$ cat src/hw/rtl/b64c_pkg.sv
// Base64 stream codec: shared types, constants and alphabet mapping functions.
// No dependencies; every other file of the codec imports this package.

package b64c_pkg;

	localparam int BYTE_W      = 8;
	localparam int GROUP_W     = 24;
	localparam int SEXTET_W    = 6;
	localparam int GROUP_MAX   = 4;
	localparam int CNT_W       = 2;
	localparam int NUM_W       = 3;
	localparam int CFG_IDX_W   = 1;
	localparam int CFG_DATA_W  = 1;
	localparam int Q_DEPTH_DEF = 2;

	localparam logic [CFG_IDX_W-1:0] CFG_DECODE_MODE  = 1'b0;
	localparam logic [CFG_IDX_W-1:0] CFG_URL_ALPHABET = 1'b1;

	localparam logic [BYTE_W-1:0] CH_PAD       = 8'h3D;
	localparam logic [BYTE_W-1:0] CH_UPPER_A   = 8'h41;
	localparam logic [BYTE_W-1:0] CH_UPPER_Z   = 8'h5A;
	localparam logic [BYTE_W-1:0] CH_LOWER_A   = 8'h61;
	localparam logic [BYTE_W-1:0] CH_LOWER_Z   = 8'h7A;
	localparam logic [BYTE_W-1:0] CH_DIGIT_0   = 8'h30;
	localparam logic [BYTE_W-1:0] CH_DIGIT_9   = 8'h39;
	localparam logic [BYTE_W-1:0] CH_PLUS      = 8'h2B;
	localparam logic [BYTE_W-1:0] CH_SLASH     = 8'h2F;
	localparam logic [BYTE_W-1:0] CH_MINUS     = 8'h2D;
	localparam logic [BYTE_W-1:0] CH_UNDERLINE = 8'h5F;

	// one queued run: up to four output words of a single accepted item
	typedef struct packed {
		logic [GROUP_MAX-1:0][BYTE_W-1:0] data;
		logic [NUM_W-1:0]                 num;
		logic                             eom;
	} job_t;

	function automatic logic [BYTE_W-1:0] sextet_to_char(input logic [SEXTET_W-1:0] v,
			input logic url);
		logic [BYTE_W-1:0] c;
		logic [BYTE_W-1:0] w;
		w = {2'b00, v};
		if (v < 6'd26)
			c = CH_UPPER_A + w;
		else if (v < 6'd52)
			c = CH_LOWER_A + (w - 8'd26);
		else if (v < 6'd62)
			c = CH_DIGIT_0 + (w - 8'd52);
		else if (v == 6'd62)
			c = url ? CH_MINUS : CH_PLUS;
		else
			c = url ? CH_UNDERLINE : CH_SLASH;
		return c;
	endfunction

	function automatic logic [SEXTET_W-1:0] char_to_sextet(input logic [BYTE_W-1:0] c,
			input logic url);
		logic [BYTE_W-1:0] s;
		s = 8'd0;
		if (c >= CH_UPPER_A && c <= CH_UPPER_Z)
			s = c - CH_UPPER_A;
		else if (c >= CH_LOWER_A && c <= CH_LOWER_Z)
			s = c - CH_LOWER_A + 8'd26;
		else if (c >= CH_DIGIT_0 && c <= CH_DIGIT_9)
			s = c - CH_DIGIT_0 + 8'd52;
		else if (url && c == CH_MINUS)
			s = 8'd62;
		else if (url && c == CH_UNDERLINE)
			s = 8'd63;
		else if (!url && c == CH_PLUS)
			s = 8'd62;
		else if (!url && c == CH_SLASH)
			s = 8'd63;
		return s[SEXTET_W-1:0];
	endfunction

endpackage

$ cat src/hw/rtl/b64c_ifs.sv
// Base64 stream codec: valid/ready channel interfaces for items, results, config.
// Depends on b64c_pkg.

interface b64c_item_if import b64c_pkg::*; ();
	logic              valid;
	logic              ready;
	logic [BYTE_W-1:0] in_byte;
	logic              has_byte;
	logic              end_of_message;

	modport source(output valid, in_byte, has_byte, end_of_message, input ready);
	modport sink(input valid, in_byte, has_byte, end_of_message, output ready);
endinterface

interface b64c_result_if import b64c_pkg::*; ();
	logic              valid;
	logic              ready;
	logic [BYTE_W-1:0] out_byte;
	logic              last_of_run;
	logic              message_done;

	modport source(output valid, out_byte, last_of_run, message_done, input ready);
	modport sink(input valid, out_byte, last_of_run, message_done, output ready);
endinterface

interface b64c_cfg_if import b64c_pkg::*; ();
	logic                  valid;
	logic                  ready;
	logic [CFG_IDX_W-1:0]  index;
	logic [CFG_DATA_W-1:0] data;

	modport source(output valid, index, data, input ready);
	modport sink(input valid, index, data, output ready);
endinterface

$ cat src/hw/rtl/base64_stream_codec.sv
// Base64 stream codec top level: front end, run queue and back end.
// Depends on b64c_pkg, b64c_ifs, b64c_front, b64c_queue, b64c_back.
//
//   channel  role  word carries
//   item     sink  in_byte, has_byte, end_of_message
//   result   src   out_byte, last_of_run, message_done
//   cfg      sink  index, data (0 decode_mode, 1 url_alphabet), always ready
//
// An item is taken when item.ready is high, and its run of 0 to 4 words leaves at one word per cycle
// while result.ready is high, so the output port sets the pace. The first word passes through
// the queue, the run register and the output register. Reset clears config, group state and queue.
// A full queue drops item.ready; a stalled result port holds its word and backs up the queue.

module base64_stream_codec import b64c_pkg::*; #(
	parameter int QUEUE_DEPTH = Q_DEPTH_DEF
) (
	input  logic          clk,
	input  logic          arst_n,
	b64c_item_if.sink     item,
	b64c_result_if.source result,
	b64c_cfg_if.sink      cfg
);

	logic q_full;
	logic q_nonempty;
	logic push;
	logic pop;
	job_t push_job;
	job_t q_head;

	b64c_front u_front (
		.clk      (clk),
		.arst_n   (arst_n),
		.item     (item),
		.cfg      (cfg),
		.q_full   (q_full),
		.push     (push),
		.push_job (push_job)
	);

	b64c_queue #(
		.DEPTH (QUEUE_DEPTH)
	) u_queue (
		.clk      (clk),
		.arst_n   (arst_n),
		.push     (push),
		.push_job (push_job),
		.pop      (pop),
		.full     (q_full),
		.nonempty (q_nonempty),
		.head     (q_head)
	);

	b64c_back u_back (
		.clk        (clk),
		.arst_n     (arst_n),
		.q_nonempty (q_nonempty),
		.q_head     (q_head),
		.pop        (pop),
		.result     (result)
	);

endmodule

$ cat src/hw/rtl/b64c_front.sv
// Base64 stream codec front end: config registers, group state, run building.
// Depends on b64c_pkg and b64c_ifs.

module b64c_front import b64c_pkg::*; (
	input  logic        clk,
	input  logic        arst_n,
	b64c_item_if.sink   item,
	b64c_cfg_if.sink    cfg,
	input  logic        q_full,
	output logic        push,
	output job_t        push_job
);

	logic               decode_mode_q;
	logic               url_alphabet_q;
	logic [GROUP_W-1:0] group_bits_q;
	logic [CNT_W-1:0]   group_count_q;
	logic               pad_seen_q;

	logic               accept;
	logic               cfg_wr;
	logic [GROUP_W-1:0] enc_bits;
	logic [GROUP_W-1:0] dec_bits;
	logic [GROUP_W-1:0] a_bits;
	logic [NUM_W-1:0]   a_cnt;
	logic               a_pad;
	logic               full;
	logic [SEXTET_W-1:0] sx;
	logic [GROUP_W-1:0] nx_bits;
	logic [CNT_W-1:0]   nx_cnt;
	logic               nx_pad;
	logic               gen;

	assign item.ready = !q_full;
	assign cfg.ready  = 1'b1;
	assign accept     = item.valid && item.ready;
	assign cfg_wr     = cfg.valid && cfg.ready;
	assign sx         = char_to_sextet(item.in_byte, url_alphabet_q);

	always_comb begin
		enc_bits = group_bits_q;
		dec_bits = group_bits_q;
		unique case (group_count_q)
			2'd0: begin
				enc_bits[23:16] = group_bits_q[23:16] | item.in_byte;
				dec_bits[23:18] = group_bits_q[23:18] | sx;
			end
			2'd1: begin
				enc_bits[15:8]  = group_bits_q[15:8] | item.in_byte;
				dec_bits[17:12] = group_bits_q[17:12] | sx;
			end
			2'd2: begin
				enc_bits[7:0]   = group_bits_q[7:0] | item.in_byte;
				dec_bits[11:6]  = group_bits_q[11:6] | sx;
			end
			2'd3: begin
				enc_bits[7:0]   = group_bits_q[7:0] | item.in_byte;
				dec_bits[5:0]   = group_bits_q[5:0] | sx;
			end
		endcase
	end

	always_comb begin
		a_bits   = group_bits_q;
		a_cnt    = {1'b0, group_count_q};
		a_pad    = pad_seen_q;
		full     = 1'b0;
		gen      = 1'b0;
		push_job = '0;
		push_job.eom = item.end_of_message;
		if (!decode_mode_q) begin
			if (item.has_byte) begin
				a_bits = enc_bits;
				a_cnt  = {1'b0, group_count_q} + 3'd1;
			end
			full = (a_cnt == 3'd3);
			for (int k = 0; k < GROUP_MAX; k++) begin
				push_job.data[k] = sextet_to_char(a_bits[GROUP_W-1-SEXTET_W*k -: SEXTET_W],
					url_alphabet_q);
				if (!url_alphabet_q && NUM_W'(k) > a_cnt)
					push_job.data[k] = CH_PAD;
			end
			if (full) begin
				gen          = 1'b1;
				push_job.num = 3'd4;
			end else if (item.end_of_message && a_cnt != 3'd0) begin
				gen          = 1'b1;
				push_job.num = url_alphabet_q ? a_cnt + 3'd1 : 3'd4;
			end
		end else begin
			if (item.has_byte && !pad_seen_q) begin
				if (item.in_byte == CH_PAD) begin
					a_pad = 1'b1;
				end else begin
					a_bits = dec_bits;
					a_cnt  = {1'b0, group_count_q} + 3'd1;
				end
			end
			full = (a_cnt == 3'd4);
			for (int k = 0; k < GROUP_MAX - 1; k++)
				push_job.data[k] = a_bits[GROUP_W-1-BYTE_W*k -: BYTE_W];
			if (full) begin
				gen          = 1'b1;
				push_job.num = 3'd3;
			end else if (item.end_of_message && a_cnt >= 3'd2) begin
				gen          = 1'b1;
				push_job.num = a_cnt - 3'd1;
			end
		end

		nx_bits = a_bits;
		nx_cnt  = a_cnt[CNT_W-1:0];
		nx_pad  = a_pad;
		if (item.end_of_message) begin
			nx_bits = '0;
			nx_cnt  = '0;
			nx_pad  = 1'b0;
		end else if (full) begin
			nx_bits = '0;
			nx_cnt  = '0;
		end
	end

	assign push = accept && gen;

	always_ff @(posedge clk or negedge arst_n) begin
		if (!arst_n) begin
			decode_mode_q  <= 1'b0;
			url_alphabet_q <= 1'b0;
			group_bits_q   <= '0;
			group_count_q  <= '0;
			pad_seen_q     <= 1'b0;
		end else if (cfg_wr) begin
			unique case (cfg.index)
				CFG_DECODE_MODE:  decode_mode_q  <= cfg.data[0];
				CFG_URL_ALPHABET: url_alphabet_q <= cfg.data[0];
			endcase
			group_bits_q  <= '0;
			group_count_q <= '0;
			pad_seen_q    <= 1'b0;
		end else if (accept) begin
			group_bits_q  <= nx_bits;
			group_count_q <= nx_cnt;
			pad_seen_q    <= nx_pad;
		end
	end

endmodule

$ cat src/hw/rtl/b64c_queue.sv
// Base64 stream codec run queue: small register FIFO between front and back.
// Depends on b64c_pkg.

module b64c_queue import b64c_pkg::*; #(
	parameter int DEPTH = Q_DEPTH_DEF
) (
	input  logic clk,
	input  logic arst_n,
	input  logic push,
	input  job_t push_job,
	input  logic pop,
	output logic full,
	output logic nonempty,
	output job_t head
);

	localparam int PTR_W = $clog2(DEPTH);
	localparam int QC_W  = $clog2(DEPTH + 1);

	job_t             mem_q [DEPTH];
	logic [PTR_W-1:0] wr_ptr_q;
	logic [PTR_W-1:0] rd_ptr_q;
	logic [QC_W-1:0]  count_q;
	logic             do_pop;

	assign full     = (count_q == QC_W'(DEPTH));
	assign nonempty = (count_q != '0);
	assign head     = mem_q[rd_ptr_q];
	assign do_pop   = pop && nonempty;

	always_ff @(posedge clk) begin
		if (push)
			mem_q[wr_ptr_q] <= push_job;
	end

	always_ff @(posedge clk or negedge arst_n) begin
		if (!arst_n) begin
			wr_ptr_q <= '0;
			rd_ptr_q <= '0;
			count_q  <= '0;
		end else begin
			if (push)
				wr_ptr_q <= (wr_ptr_q == PTR_W'(DEPTH - 1)) ? '0 : wr_ptr_q + 1'b1;
			if (do_pop)
				rd_ptr_q <= (rd_ptr_q == PTR_W'(DEPTH - 1)) ? '0 : rd_ptr_q + 1'b1;
			if (push && !do_pop)
				count_q <= count_q + 1'b1;
			else if (!push && do_pop)
				count_q <= count_q - 1'b1;
		end
	end

endmodule

$ cat src/hw/rtl/b64c_back.sv
// Base64 stream codec back end: serializes queued runs into an output register.
// Depends on b64c_pkg and b64c_ifs.

module b64c_back import b64c_pkg::*; (
	input  logic         clk,
	input  logic         arst_n,
	input  logic         q_nonempty,
	input  job_t         q_head,
	output logic         pop,
	b64c_result_if.source result
);

	job_t             job_q;
	logic             job_vld_q;
	logic [CNT_W-1:0] idx_q;
	logic             out_vld_q;
	logic [BYTE_W-1:0] out_byte_q;
	logic             out_last_q;
	logic             out_done_q;

	logic adv;
	logic emit;
	logic last;
	logic job_free;

	assign adv      = !out_vld_q || result.ready;
	assign emit     = adv && job_vld_q;
	assign last     = ({1'b0, idx_q} + 3'd1) == job_q.num;
	assign job_free = !job_vld_q || (emit && last);
	assign pop      = job_free && q_nonempty;

	assign result.valid        = out_vld_q;
	assign result.out_byte     = out_byte_q;
	assign result.last_of_run  = out_last_q;
	assign result.message_done = out_done_q;

	always_ff @(posedge clk) begin
		if (pop)
			job_q <= q_head;
		if (emit) begin
			out_byte_q <= job_q.data[idx_q];
			out_last_q <= last;
			out_done_q <= last && job_q.eom;
		end
	end

	always_ff @(posedge clk or negedge arst_n) begin
		if (!arst_n) begin
			job_vld_q <= 1'b0;
			idx_q     <= '0;
			out_vld_q <= 1'b0;
		end else begin
			if (pop) begin
				job_vld_q <= 1'b1;
				idx_q     <= '0;
			end else if (emit && last) begin
				job_vld_q <= 1'b0;
			end else if (emit) begin
				idx_q <= idx_q + 1'b1;
			end
			if (adv)
				out_vld_q <= job_vld_q;
		end
	end

endmodule
$ cat src/flat_wrapper.sv
// flat-port wrapper written by rule: the top's interface ports become plain ports
module base64_stream_codec_flat import b64c_pkg::*;
#(
	parameter int QUEUE_DEPTH = Q_DEPTH_DEF
)
  (clk, arst_n, item_valid, item_in_byte, item_has_byte, item_end_of_message, item_ready, result_valid, result_out_byte, result_last_of_run, result_message_done, result_ready, cfg_valid, cfg_index, cfg_data, cfg_ready);
  b64c_item_if item_i ();
  b64c_result_if result_i ();
  b64c_cfg_if cfg_i ();
  input  logic clk;
  input  logic arst_n;
  input wire logic [$bits(item_i.valid)-1:0] item_valid;
  input wire logic [$bits(item_i.in_byte)-1:0] item_in_byte;
  input wire logic [$bits(item_i.has_byte)-1:0] item_has_byte;
  input wire logic [$bits(item_i.end_of_message)-1:0] item_end_of_message;
  output wire logic [$bits(item_i.ready)-1:0] item_ready;
  output wire logic [$bits(result_i.valid)-1:0] result_valid;
  output wire logic [$bits(result_i.out_byte)-1:0] result_out_byte;
  output wire logic [$bits(result_i.last_of_run)-1:0] result_last_of_run;
  output wire logic [$bits(result_i.message_done)-1:0] result_message_done;
  input wire logic [$bits(result_i.ready)-1:0] result_ready;
  input wire logic [$bits(cfg_i.valid)-1:0] cfg_valid;
  input wire logic [$bits(cfg_i.index)-1:0] cfg_index;
  input wire logic [$bits(cfg_i.data)-1:0] cfg_data;
  output wire logic [$bits(cfg_i.ready)-1:0] cfg_ready;
  assign item_i.valid = item_valid;
  assign item_i.in_byte = item_in_byte;
  assign item_i.has_byte = item_has_byte;
  assign item_i.end_of_message = item_end_of_message;
  assign item_ready = item_i.ready;
  assign result_valid = result_i.valid;
  assign result_out_byte = result_i.out_byte;
  assign result_last_of_run = result_i.last_of_run;
  assign result_message_done = result_i.message_done;
  assign result_i.ready = result_ready;
  assign cfg_i.valid = cfg_valid;
  assign cfg_i.index = cfg_index;
  assign cfg_i.data = cfg_data;
  assign cfg_ready = cfg_i.ready;
  base64_stream_codec #(.QUEUE_DEPTH(QUEUE_DEPTH)) u_core (.clk(clk), .arst_n(arst_n), .item(item_i), .result(result_i), .cfg(cfg_i));
endmodule
$ cat config.mk
export PLATFORM = sky130hd
export DESIGN_NAME = base64_stream_codec_flat
export DESIGN_NICKNAME = d
export VERILOG_FILES = /design/src/hw/rtl/b64c_pkg.sv /design/src/hw/rtl/b64c_ifs.sv /design/src/hw/rtl/base64_stream_codec.sv /design/src/hw/rtl/b64c_front.sv /design/src/hw/rtl/b64c_queue.sv /design/src/hw/rtl/b64c_back.sv /design/src/flat_wrapper.sv
export SDC_FILE = /design/constraint.sdc
export NUM_CORES = 1
export LEC_CHECK = 0
export BUFFER_PORTS_ARGS = -buffer_cell sky130_fd_sc_hd__buf_2
export CAP_MARGIN = 10
export CORE_MARGIN = 1
export CORE_UTILIZATION = 45
export DETAILED_ROUTE_END_ITERATION = 10
export SKIP_LAST_GASP = 1
export SLEW_MARGIN = 25
export SYNTH_ARGS = -nofsm -noshare
export SYNTH_HDL_FRONTEND = slang
export SYNTH_HIERARCHICAL = 1
export SYNTH_SLANG_ARGS = --single-unit
$ cat constraint.sdc
create_clock -name clk -period 9.13 [get_ports clk]
set_clock_uncertainty 0.1 [all_clocks]
set_input_delay 1.826 -clock clk [delete_from_list [all_inputs] [get_ports clk]]
set_output_delay 1.826 -clock clk [all_outputs]
set_load 0.05 [all_outputs]
==> run summary <==
CTS Buffer Depth - 2
GRT Util Overall - 23.8%
XOR/XNOR Fraction of Synth Area - 3.61%
Largest net degree at the start of global routing - 56
Syn avg cell area - 10.5 µm²
Detailed Routing Iterations Pass 1 - 6
Hold WC Path Type - reg -> reg
Share of layout cells above drive strength 1 - 17.6%
Die area - 0.0238 mm²
Synth Register Bits - 155
Vias per std cell - 6.31
Via count - 8142
Post-synth top area share - 34.0%
Routability cong. - 0.950
Max-Cap Viols - 0
Starting Density - 45.9%
Die height - 154 µm
Final instance area - 0.0113 mm²
FMAX - 195 MHz
Setup TNS - 0 ps
Final worst-path cycle share - 56.2%
Worst-Margin Slew - 1010 ps
WL final - 27.6 mm
Post-synth top cells - edfxtp_1, nand2_1, nor2_1
HPWL after DPL - 19.5 mm
Cells after Synth - 993
CP endpoint kind - register
Startpoint types - input pin
Synth-to-layout area growth - 8.36%
Placeable Area - 0.0227 mm²
Routed length per placed instance - 21.4 µm
R2R Setup Slk - 5190 ps
Num rows - 55
Worst-Skew Late Latency - 430 ps
Crit path capture - u_core/u_front/group_bits_q[22]
Global-route wire length before repair - 42.9 mm
RSZ-0062 raised after global routing - false
Iteration-0 DRC Markers - 726
Final setup violation count - 0
Post CTS Setup Buffer Count - 0
DR DRC count - 0
Mapped cell area - 0.0104 mm²
Seq/Total Area, Yosys - 42.9%
Max Slew Vio Count - 0
RR Endpoint - u_core/u_queue/mem_q[1][8]
Mux contribution to synthesized area - 7.61%
R2R Path Start - u_core/u_front/group_count_q[0]
Fraction of the mapped netlist area in adder cells - 5.25%
Outcome - complete, no violations
Post-Synthesis Net Count - 1053
Final hold vios - 0
Number of routed nets with antenna violations - 0
Worst setup path start - item_in_byte[2]
N_diodes - 0
Die Wd - 154 µm
Cell taking the most area after synthesis - edfxtp_1
Total clock buffers created by CTS - 17
Pwr dens - 223 mW/mm²
Post-CTS Hold Buffers - 0
Number of synthesized flops with an enable pin - 118
Simple-gate share of the synthesized area - 14.2%
WP data required - 9370 ps
Ys async rst share - 23.9%
# IOs - 30
Worst-case reg-to-reg path depth - 9
Largest family of logic cells by synthesized area - compound AO/OA/AOI/OAI gates
Netlist cell types - 98
Minimum clock period - 5130 ps
Placed Area - 0.0107 mm²
Vias in the first global route - 7444
Initial antenna violation count - 0
CTS H-tree depth - 4
# fillers - 2072
Buffers added on ports - 28
Synth warn - 6
Most common cell in the netlist - edfxtp_1
Nets - 1052
CP arrival - 5370 ps
Worst slew margin - 32.8%
Static Leak - 0.00410 µW
Complex-gate fraction of the synthesized area - 21.3%
Total global routing overflow - 0
Setup CP Type - in -> reg
Clock root buffer - clkbuf_16
Clk sinks - 155
Top post-synthesis cells by area - edfxtp_1, dfrtp_1, ha_1
Top_reg_cell synth - edfxtp_1
PostCTS Resize Cnt - 0
CP Max Fanout - 20
CTS tree - done
Reg clk slew, reported paths - 70 ps
Worst vdd ir - 0.116 mV
==> cell families (layout without fill, tap and decap cells) <==
| logic type | Yosys count | count (layout) |
|---|---|---|
| compound gates | 306 | 306 |
| simple gates | 286 | 286 |
| flops | 155 | 155 |
| buf+inv | 105 | 117 |
| mux | 53 | 53 |
| fa+ha+maj | 44 | 44 |
| xor+xnor | 43 | 43 |
| other cells | 1 | 1 |
==> through the flow <==
step / worst slack, ps / power [µW] / instances / util, % / hold slack, ps
after floorplan: 3010 / 1610 / 993 / - / 348
after global placement: 3520 / 1770 / 1257 / 46.9 / 366
after detailed placement: 3370 / 1780 / 1257 / 46.9 / 375
after CTS: 3830 / 2540 / 1289 / 49.7 / 383
after global routing: 3810 / 2650 / 1290 / 49.8 / 422
final: 4000 / 2520 / 1290 / 49.8 / 384
==> cell type report <==
type / instances / area (µm²) / share of cell area (%)
Timing Repair Buffer: 39 / 235 / 2.08
Clock inverter: 15 / 203 / 1.79
Multi-Input combinational cell: 733 / 5440 / 48.1
Tap cell: 285 / 357 / 3.16
Clock buffer: 17 / 425 / 3.76
Sequential cell: 155 / 4470 / 39.6
Inverter: 46 / 173 / 1.53
==> state kept, by name, summed over array words and instances (netlist names), 2 cells and up <==
name,flops
u_core/u_queue/count_q,2
u_core/u_queue/mem_q,72
u_core/u_back/job_q,36
u_core/u_front/group_count_q,2
u_core/u_back/idx_q,2
u_core/u_front/group_bits_q,24
u_core/u_back/result.out_byte,8
==> critical path, cell delays in order <==
cell and delay [ps]:
buf_2 330, ha_1 370, nand2_1 190, o211ai_1 380, mux2i_1 190, ha_1 240, and3_1 190, o211ai_2 120
a21oi_2 150, nor2_2 810, nand3_1 320, o221ai_1 250
==> cell usage in the layout (no fill, tap or decap), types with 6 or more instances in the layout <==
master,instances
xor2_1,13
clkbuf_16,17
a21oi_1,47
nand2_1,73
mux4_2,7
and2_1,6
or3_1,7
o211a_1,6
buf_4,10
a31o_2,14
a211o_1,7
dfrtp_1,36
a31oi_1,24
o211ai_1,18
edfxtp_1,118
nor2b_1,8
a21o_1,7
mux2_4,29
o21ai_0,52
xnor2_1,30
a31oi_2,8
ha_1,43
a32oi_1,9
a221oi_1,6
nor2_1,61
inv_1,42
nand4_1,12
nand2b_1,20
a22oi_1,12
o21ai_1,6
o221ai_1,8
o21a_1,7
nand3_1,28
nor3_1,23
a211oi_1,12
o22ai_1,10
buf_2,28
mux2_2,11
==> worst min-delay path by stage <==
stage	from	end	slack [ps]	cells after the start
detailed placement	u_core/u_queue/count_q[1]	u_core/u_queue/count_q[1]	370	1
global placement	u_core/u_queue/count_q[1]	u_core/u_queue/count_q[1]	370	1
global route	u_core/u_queue/count_q[1]	u_core/u_queue/count_q[1]	420	1
CTS	u_core/u_queue/count_q[1]	u_core/u_queue/count_q[1]	380	1
floorplan	u_core/u_queue/count_q[1]	u_core/u_queue/count_q[1]	350	1
finish	u_core/u_queue/count_q[1]	u_core/u_queue/count_q[1]	380	1
==> per-layer routing <==
metal	GRT usage [%]	share of wire [%]	vias up
met1	31.7	42	3928
met3	6.39	9.3	45
met5	0	0	-
li1	-	-	3802
met2	36.4	46	367
met4	10.1	3.0	0
==> power by group <==
part	internal (µW)	switching [µW]	total, µW
sequential	937	65.3	1000
clock	443	316	759
combinational	295	468	763
Power figures use the tool's default switching activity.
